===== src/hw/rtl/tlbl_pkg.sv =====
package tlbl_pkg;

    localparam int TLB_ENTRIES   = 10;
    localparam int SLOT_W        = 6;
    // Page-table depth is a power of two, so the modulo is a part-select.
    localparam int TABLE_ENTRIES = 4096;
    localparam int TBL_AW        = $clog2(TABLE_ENTRIES);

    localparam int PAGE_W  = 16;
    localparam int OFS_W   = 8;
    localparam int FRAME_W = 24;
    localparam int STAMP_W = 32;
    localparam int BASE_W  = 12;

    localparam logic [FRAME_W-1:0]        USER_BASE  = 24'h400000;
    localparam logic signed [STAMP_W-1:0] STAMP_TOP  = 32'sh7FFFFFFF;
    localparam logic signed [STAMP_W-1:0] STAMP_INIT = -32'sd1;

    localparam logic [0:0] KIND_XLATE = 1'b0;
    localparam logic [0:0] KIND_WRITE = 1'b1;

    localparam logic [0:0] REG_TABLE_BASE = 1'b0;

    typedef logic [SLOT_W-1:0] slot_t;

    // Search beat that walks down the row of cells.
    typedef struct packed {
        logic                        vld;
        logic [PAGE_W-1:0]           page;
        logic                        hit;
        slot_t                       hit_slot;
        logic [FRAME_W-1:0]          hit_frame;
        logic                        min_set;
        logic signed [STAMP_W-1:0]   min_stamp;
        slot_t                       min_slot;
    } token_t;

    // Update broadcast to all cells at the end of a translate.
    typedef struct packed {
        logic                        en;
        slot_t                       slot;
        logic                        fill;
        logic signed [STAMP_W-1:0]   stamp;
        logic [PAGE_W-1:0]           page;
        logic [FRAME_W-1:0]          frame;
    } upd_t;

endpackage


===== src/hw/rtl/tlbl_cell.sv =====
module tlbl_cell
    import tlbl_pkg::*;
(
    input  logic   clk,
    input  logic   rst_n,
    input  slot_t  cell_idx,
    input  token_t tok_in,
    input  upd_t   upd,
    output token_t tok_out
);

    logic                      valid_reg;
    logic [PAGE_W-1:0]         page_reg;
    logic [FRAME_W-1:0]        frame_reg;
    logic signed [STAMP_W-1:0] stamp_reg;
    token_t                    tok_reg;
    token_t                    tok_next;
    logic                      upd_here;

    assign upd_here = upd.en && (upd.slot == cell_idx);

    always_comb
    begin
        tok_next = tok_in;
        // first valid match wins
        if (valid_reg && (page_reg == tok_in.page) && !tok_in.hit)
        begin
            tok_next.hit       = 1'b1;
            tok_next.hit_slot  = cell_idx;
            tok_next.hit_frame = frame_reg;
        end
        // strict less keeps the first index on ties
        if (!tok_in.min_set || (stamp_reg < tok_in.min_stamp))
        begin
            tok_next.min_set   = 1'b1;
            tok_next.min_stamp = stamp_reg;
            tok_next.min_slot  = cell_idx;
        end
    end

    always_ff @(posedge clk or negedge rst_n)
    begin
        if (!rst_n)
        begin
            valid_reg <= 1'b0;
            page_reg  <= '0;
            frame_reg <= '0;
            stamp_reg <= STAMP_INIT;
            tok_reg   <= '0;
        end
        else
        begin
            tok_reg <= tok_next;
            if (upd_here)
            begin
                stamp_reg <= upd.stamp;
                if (upd.fill)
                begin
                    valid_reg <= 1'b1;
                    page_reg  <= upd.page;
                    frame_reg <= upd.frame;
                end
            end
        end
    end

    assign tok_out = tok_reg;

endmodule


===== config.mk =====
export PLATFORM = sky130hd
export DESIGN_NAME = tlbl_cell
export DESIGN_NICKNAME = d
export VERILOG_FILES = /design/src/hw/rtl/tlbl_pkg.sv /design/src/hw/rtl/tlbl_cell.sv
export SDC_FILE = /design/constraint.sdc
export NUM_CORES = 1
export LEC_CHECK = 0
export BUFFER_PORTS_ARGS = -buffer_cell sky130_fd_sc_hd__buf_2
export CORE_MARGIN = 10
export CORE_UTILIZATION = 40
export DETAILED_ROUTE_END_ITERATION = 16
export PLACE_DENSITY = 0.67
export SKIP_CTS_REPAIR_TIMING = 1
export SYNTH_ARGS = -nofsm -noshare
export SYNTH_HDL_FRONTEND = slang
export SYNTH_SLANG_ARGS = --single-unit

===== constraint.sdc =====
create_clock -name clk -period 2.98 [get_ports clk]
set_input_delay 0.149 -clock clk [delete_from_list [all_inputs] [get_ports clk]]
set_output_delay 0.149 -clock clk [all_outputs]
set_load 0.05 [all_outputs]

# Word-level counts from Yosys, hierarchy flattened
# Index checks and enable logic that the tools add are counted.
op_classes:
  n_lt_le_gt_ge: 1
  eq_ne: 2
  muxes: 2
  n_reduce_logical: 7
op_table:
  columns: ["operator", "n"]
  rows:
  - ["two-way mux 39 bit", 1]
  - ["< comparator 32 bit", 1]
  - ["two-way mux 31 bit", 1]
  - ["equality test 16 bit", 1]
  - ["equality test 6 bit", 1]
  - ["logical AND 1 bit", 3]
  - ["zero test 1 bit", 2]
  - ["AND reduction 2 bit", 1]
  - ["logical OR 1 bit", 1]
totals:
  register_bits: 160
  in_bits: 175
  word_cells: 24

# Depth between registers and ports, before layout
# Gate-level depths: netlist of the first run.
depth:
  ltp_word: 4
  mapped_depth: 11

# Worst setup path before layout of the first run
# No wires, ideal clock.
synth_path:
  kind: "reg-to-reg"
  from: "register stamp_reg[2]"
  to: "register tok_reg (netlist bit tok_out[18])"
  arrival_ns: 2.290
  t_required_ns: 2.855
  slack_ns: 0.565
  stages_incl_launch_ff: 11
  path_buffers: 2
  period_less_slack_ns: 2.415
  path_cell_list: "dfstp_2 > ha_1 > o21a_1 > o2111ai_1 > o21ai_1 > and3_1 > o311ai_1 > a221oi_1 > buf_6 > buf_6 > mux2_4"
synth_rtl:
  columns: ["item", "line", "source"]
  rows:
  - ["start, declared", "tlbl_cell.sv:15", "logic signed [STAMP_W-1:0] stamp_reg;"]
  - ["start signal, assigned", "tlbl_cell.sv:56", "stamp_reg <= upd.stamp;"]
  - ["end signal, assigned", "tlbl_cell.sv:53", "tok_reg <= tok_next;"]
  - ["end, declared", "tlbl_cell.sv:16", "token_t tok_reg;"]

==> results.sh, run 1 <==
export IMPL_outcome="finished, violations left"
export IMPL_violations="hold timing"
export IMPL_worst_pin_slew_ps=795
export IMPL_critPathMaxStageDelay_ps=550
export IMPL_hold_viol_final=1
export IMPL_synth_warnings=0
export IMPL_fp_coreArea_mm2=0.0167
export IMPL_fin_nets=1101
export IMPL_drt_initial_drc_count=148
export IMPL_htree_num_levels=4
export IMPL_max_freq_mhz=363
export IMPL_worst_setup_path_end_kind="register"
export IMPL_p_int_mw=4.69
export IMPL_leakage_nw=5.33
export IMPL_finClkSkew_ps=7.21
export IMPL_fin_hold_ws_ps=-4.08
export IMPL_grt_setup_unrepaired="false"
export IMPL_antenna_left=0
export IMPL_worst_path_stages=10
export IMPL_syn_to_final_growth_pct=55.5
export IMPL_hold_path_depth=2
export IMPL_cts_sinks=160
export IMPL_rows=47
export IMPL_die_y_um=151
export IMPL_clock_path_buffers=2
export IMPL_vias_per_cell=4.73
export IMPL_path_buf_inv=4
export IMPL_ir_worst_vdd_mv=0.433
export IMPL_comb_power_share_pct=29.3
export IMPL_grt_use_total_pct=15.6
export IMPL_worstPathArrival_ps=3050
export IMPL_wl_per_cell_um=18.7
export IMPL_via_count=5337
export IMPL_fin_crit_ps=2750
export IMPL_yosysUniqueCellTypes=37
export IMPL_ys_async_sr_fraction_pct=100
export IMPL_relSlewSlack_pct=47.0
export IMPL_tritoncts="yes"
export IMPL_place_hpwl_um=14300
export IMPL_antenna_found_initial=2
export IMPL_cp_cell_sequence="dlygate4sd3_1, buf_2, xnor2_1, nand4_1, nor3_1, nand4_1, nor2_2, buf_4, mux2_2, dlygate4sd3_1"
export IMPL_ys_seq_area_share_pct=59.1
export IMPL_routed_wl_um=21100
export IMPL_drive_gt1_share_pct=51.5
export IMPL_drv_cap=0
export IMPL_grt_pass1_wl_um=27700
export IMPL_first_pass_iters=4
export IMPL_dp_slack_ps=286
export IMPL_syn_nets=667
export IMPL_hp_class="in -> reg"
export IMPL_syn_avg_cell_area_um2=14.9
export IMPL_crit_type="in -> reg"
export IMPL_setup_tns_ps=0
export IMPL_worst_path_max_delay_cell="dlygate4sd3_1"
export IMPL_power_density_mw_per_mm2=659
export IMPL_fin_ws_ps=228
export IMPL_overflow=0
export IMPL_cp_top_family="buffers and inverters"
export IMPL_cp_start_kind="input pin"
export IMPL_synth_area_mm2=0.00685
export IMPL_slew_viol_final=0
export IMPL_nFillCells=1186
export IMPL_layout_commonest_cell="buf_2"
export IMPL_grt_pass1_vias=5188
export IMPL_dieArea_mm2=0.0227
export IMPL_drc_errors=0
export IMPL_clk_pin_slew_worst_paths_ps=60
export IMPL_period_share_pct=92.4
export IMPL_synth_edff_count=0
export IMPL_seq_power_share_pct=39.8
export IMPL_setup_viol=0
export IMPL_largest_register_ff_count=87
export IMPL_worstRegToRegCells=8
export IMPL_critPathRequiredTime_ps=3280
export IMPL_crit_fanout=30
export IMPL_die_w_um=151
export IMPL_yosys_register_bits=160
export IMPL_cts_root_buf="clkbuf_16"
export IMPL_p_clk_share_pct=31.0
export IMPL_mostFrequentLayoutCells="buf_2, dlygate4sd3_1, dfrtp_1"
export IMPL_switching_share_pct=33.1
export IMPL_ioPinCount=262
export IMPL_p_sw_mw=2.33
export IMPL_io_buffers=261
export IMPL_synth_flop_cell="dfrtp_1"
export IMPL_syn_instance_count=461
export IMPL_clk_insertion_delay_late_ps=420
export IMPL_grt_max_degree=89
export IMPL_cts_buffers=17
export IMPL_start_util_pct=41.0
export IMPL_gp_congestion=0.871
==> per-stage QoR <==
step / instance area [um^2] / cells / utilization, % / total power, mW / hold slack, ps
after floorplan: 6850 / 461 / - / 4.12 / -147
after global placement: 8470 / 937 / 50.7 / 4.65 / 251
final: 10600 / 1129 / 63.8 / 7.02 / -4.08
after detailed placement: 8470 / 937 / 50.7 / 4.71 / 256
after CTS: 9050 / 968 / 54.2 / 6.90 / -200
after global routing: 10600 / 1129 / 63.8 / 7.33 / 1.08
==> synthesized netlist by cell type, types with 9 or more instances <==
library cell    n  area share, %
mux2_2        109             18
a21oi_1         9           0.66
nand2_1         9           0.49
dfstp_2        32             12
dfrtp_1       128             47
mux2_4         20            4.4
ha_1           31            5.7
mux2_1         11            1.8
xnor2_1        15            1.9
inv_1          33            1.8
==> worst reg2reg max path, cell delays in order, from the launching register on <==
cell and delay (ps):
dfrtp_1 390, xnor2_1 170, nand4_1 120, nor3_1 260
nand4_1 190, nor2_2 110, buf_4 390, mux2_2 410
dlygate4sd3_1 550
==> power by group through the flow <==
stage	logic [mW]	registers [mW]	clock network, mW
after floorplan	0.696	3.42	0
after global placement	1.85	2.81	0
after detailed placement	1.89	2.82	0
after CTS	1.90	2.79	2.22
after global routing	2.20	2.83	2.31
final	2.05	2.79	2.17
==> cells by family after synthesis <==
kind of cell / after synthesis / synth area share, %
flops: 160 / 59.1
mux: 140 / 24.1
buf+inv: 47 / 2.92
simple gates: 34 / 2.67
fa+ha+maj: 31 / 5.67
compound gates: 26 / 2.69
xor+xnor: 22 / 2.81
other cells: 1 / 0.0548
==> path summary, 6_finish.rpt <==
path	end	from	slack, ps
min in group asynchronous	tok_out[72]	rst_n	370
worst max-delay path	tok_out[66]	tok_in[72]	230
worst min-delay path	tok_out[1]	cell_idx[1]	-4
worst min register to register	tok_out[53]	frame_reg[14]	500
max in group asynchronous	stamp_reg[23]	rst_n	1780
worst max register to register	tok_out[66]	page_reg[2]	260
==> layer usage <==
| metal | global-route usage [%] | share of wire [%] | up-vias | wire (um) |
|---|---|---|---|---|
| li1 | - | - | 2465 | - |
| met3 | 7.34 | 8.6 | 22 | 1810 |
| met4 | 4.57 | 1.4 | 0 | 286 |
| met2 | 25.7 | 51 | 204 | 10700 |
| met5 | 0 | 0 | - | 0 |
| met1 | 17.8 | 39 | 2646 | 8300 |
==> cell type report <==
cell class              instances  area, um^2  share of cell area, %
clock buffers                  17         425                   4.00
diodes                          2        5.00                 0.0470
multi-input cells             254        2630                   24.7
flip-flops and latches        160        4040                   38.0
clock inverters                14         156                   1.47
repair buffers                429        2980                   28.0
well taps                     220         275                   2.59
inverters                      33         124                   1.16
No activity file was read; power rests on OpenSTA's default activity.
==> run 2, diff against run 1 <==
Settings changed: GPL_TIMING_DRIVEN set to 0.
==> run 2 against run 1 <==
The run now ends clean. Largest power group unchanged. Global-route usage rose by 0.18 points. Routed wire length rose by 1.2%. Fmax barely moved. Power rose by 0.59%. Setup slack got worse by 1.4 ps. Hold slack improved by 8.6 ps. Sequential share of layout area fell by 0.12 points. First-iteration DRC count rose by 19%. Cell count rose by 0.80%. Register-to-register slack got worse by 30 ps. Clock skew rose by 7.9 ps. Critical path type is now reg -> reg.
==> results.sh, run 2 (synthesized netlist as in run 1, its figures left out) <==
export IMPL_worst_path_max_delay_cell="dfstp_2"
export IMPL_critPathRequiredTime_ps=3280
export IMPL_crit_type="reg -> reg"
export IMPL_finClkSkew_ps=15.1
export IMPL_cts_root_buf="clkbuf_16"
export IMPL_htree_num_levels=4
export IMPL_hp_class="in -> reg"
export IMPL_die_y_um=151
export IMPL_place_hpwl_um=14700
export IMPL_die_w_um=151
export IMPL_via_count=5430
export IMPL_worstPathArrival_ps=3060
export IMPL_io_buffers=261
export IMPL_drive_gt1_share_pct=50.4
export IMPL_cp_start_kind="register"
export IMPL_overflow=0
export IMPL_crit_fanout=10
export IMPL_layout_commonest_cell="buf_2"
export IMPL_nFillCells=1234
export IMPL_fin_hold_ws_ps=4.47
export IMPL_drc_errors=0
export IMPL_first_pass_iters=4
export IMPL_cts_sinks=160
export IMPL_grt_setup_unrepaired="false"
export IMPL_largest_register_ff_count=87
export IMPL_final_cell_area_mm2=0.0107
export IMPL_relSlewSlack_pct=33.2
export IMPL_fin_crit_ps=2750
export IMPL_crit_start="stamp_reg[13]"
export IMPL_min_from="cell_idx[3]"
export IMPL_hold_viol_final=0
export IMPL_worst_pin_slew_ps=994
export IMPL_routed_wl_um=21400
export IMPL_grt_use_total_pct=15.8
export IMPL_path_common_cell="buf_6"
export IMPL_fp_coreArea_mm2=0.0167
export IMPL_setup_viol=0
export IMPL_cts_buffers=17
export IMPL_mostFrequentLayoutCells="buf_2, dlygate4sd3_1, dfrtp_1"
export IMPL_grt_pass1_wl_um=27700
export IMPL_placed_area_mm2=0.00846
export IMPL_clock_path_buffers=2
export IMPL_fin_nets=1110
export IMPL_ioPinCount=262
export IMPL_path_buf_inv=2
export IMPL_outcome="completed"
export IMPL_dieArea_mm2=0.0227
export IMPL_ir_worst_vdd_mv=0.401
export IMPL_power_density_mw_per_mm2=661
export IMPL_critPathMaxStageDelay_ps=570
export IMPL_gp_congestion=0.852
export IMPL_max_freq_mhz=363
export IMPL_worst_setup_path_end_kind="register"
export IMPL_wl_per_cell_um=18.8
export IMPL_start_util_pct=41.0
export IMPL_tritoncts="yes"
export IMPL_clk_pin_slew_worst_paths_ps=70
export IMPL_slew_viol_final=0
export IMPL_drv_cap=0
export IMPL_cp_top_family="simple AND/OR/NAND/NOR gates"
export IMPL_antenna_left=0
export IMPL_clk_insertion_delay_late_ps=430
export IMPL_syn_to_final_growth_pct=56.0
export IMPL_drt_initial_drc_count=176
export IMPL_grt_pass1_vias=5264
export IMPL_cp_cell_sequence="ha_1, nand4_1, nor3_1, and3_1, o311ai_1, a221oi_1, buf_6, buf_6, mux2_4"
export IMPL_period_share_pct=92.4
export IMPL_vias_per_cell=4.77
export IMPL_leakage_nw=5.35
export IMPL_rows=47
export IMPL_r2r_start="stamp_reg[13]"
export IMPL_antenna_found_initial=2
export IMPL_grt_max_degree=84
## run 2: through the flow
stage	power (mW)	util [%]	std cells	worst slack [ps]	setup TNS, ps
2_1_floorplan	4.12	-	461	565	0
3_3_place_gp	4.64	50.5	942	-513	-63730
3_5_place_dp	4.70	50.7	943	196	0
4_1_cts	6.93	54.2	975	175	0
5_1_grt	7.40	64.0	1138	31.2	0
6_report	7.06	64.0	1138	226	0
## run 2: per-layer routing
layer | wire [um] | GRT usage (%) | up-vias
met5 | 13 | 0 | -
met4 | 382 | 4.09 | 2
met3 | 2100 | 8.29 | 33
met2 | 10800 | 26.3 | 235
met1 | 8050 | 17.4 | 2661
li1 | - | - | 2499
## run 2: worst reg2reg max path: stages, from the launching register on
cell and delay, ps:
dfstp_2 570, ha_1 150, nand4_1 140, nor3_1 280
and3_1 210, o311ai_1 110, a221oi_1 410, buf_6 240
buf_6 210, mux2_4 320
## run 2: area by class of cell
type                            instances  area [um^2]  share of cell area [%]
Antenna cell                            1         2.50                  0.0234
Buffer                                 14         76.3                   0.714
Clock buffer                           17          425                    3.98
Clock inverter                         15          171                    1.60
Inverter                               33          124                    1.16
Multi-Input combinational cell        254         2600                    24.4
Sequential cell                       160         4040                    37.9
Tap cell                              220          275                    2.58
Timing Repair Buffer                  424         2960                    27.7
## run 2: final timing paths
path                            endpoint  slack, ps  cells past startpoint
setup / recovery             tok_out[21]        230                      9
hold reg to reg                valid_reg        470                      1
min in group asynchronous    tok_out[74]        320                      2
setup reg to reg             tok_out[21]        230                      9
max in group asynchronous  stamp_reg[22]       1780                      3
hold / removal                tok_out[3]          4                      2
## run 2: report_power, final
| part | leakage, nW | switching (mW) | total, mW | internal [mW] |
|---|---|---|---|---|
| clock | 0.285 | 0.955 | 2.21 | 1.26 |
| sequential | 1.94 | 0.183 | 2.79 | 2.60 |
| combinational | 3.12 | 1.22 | 2.06 | 0.843 |
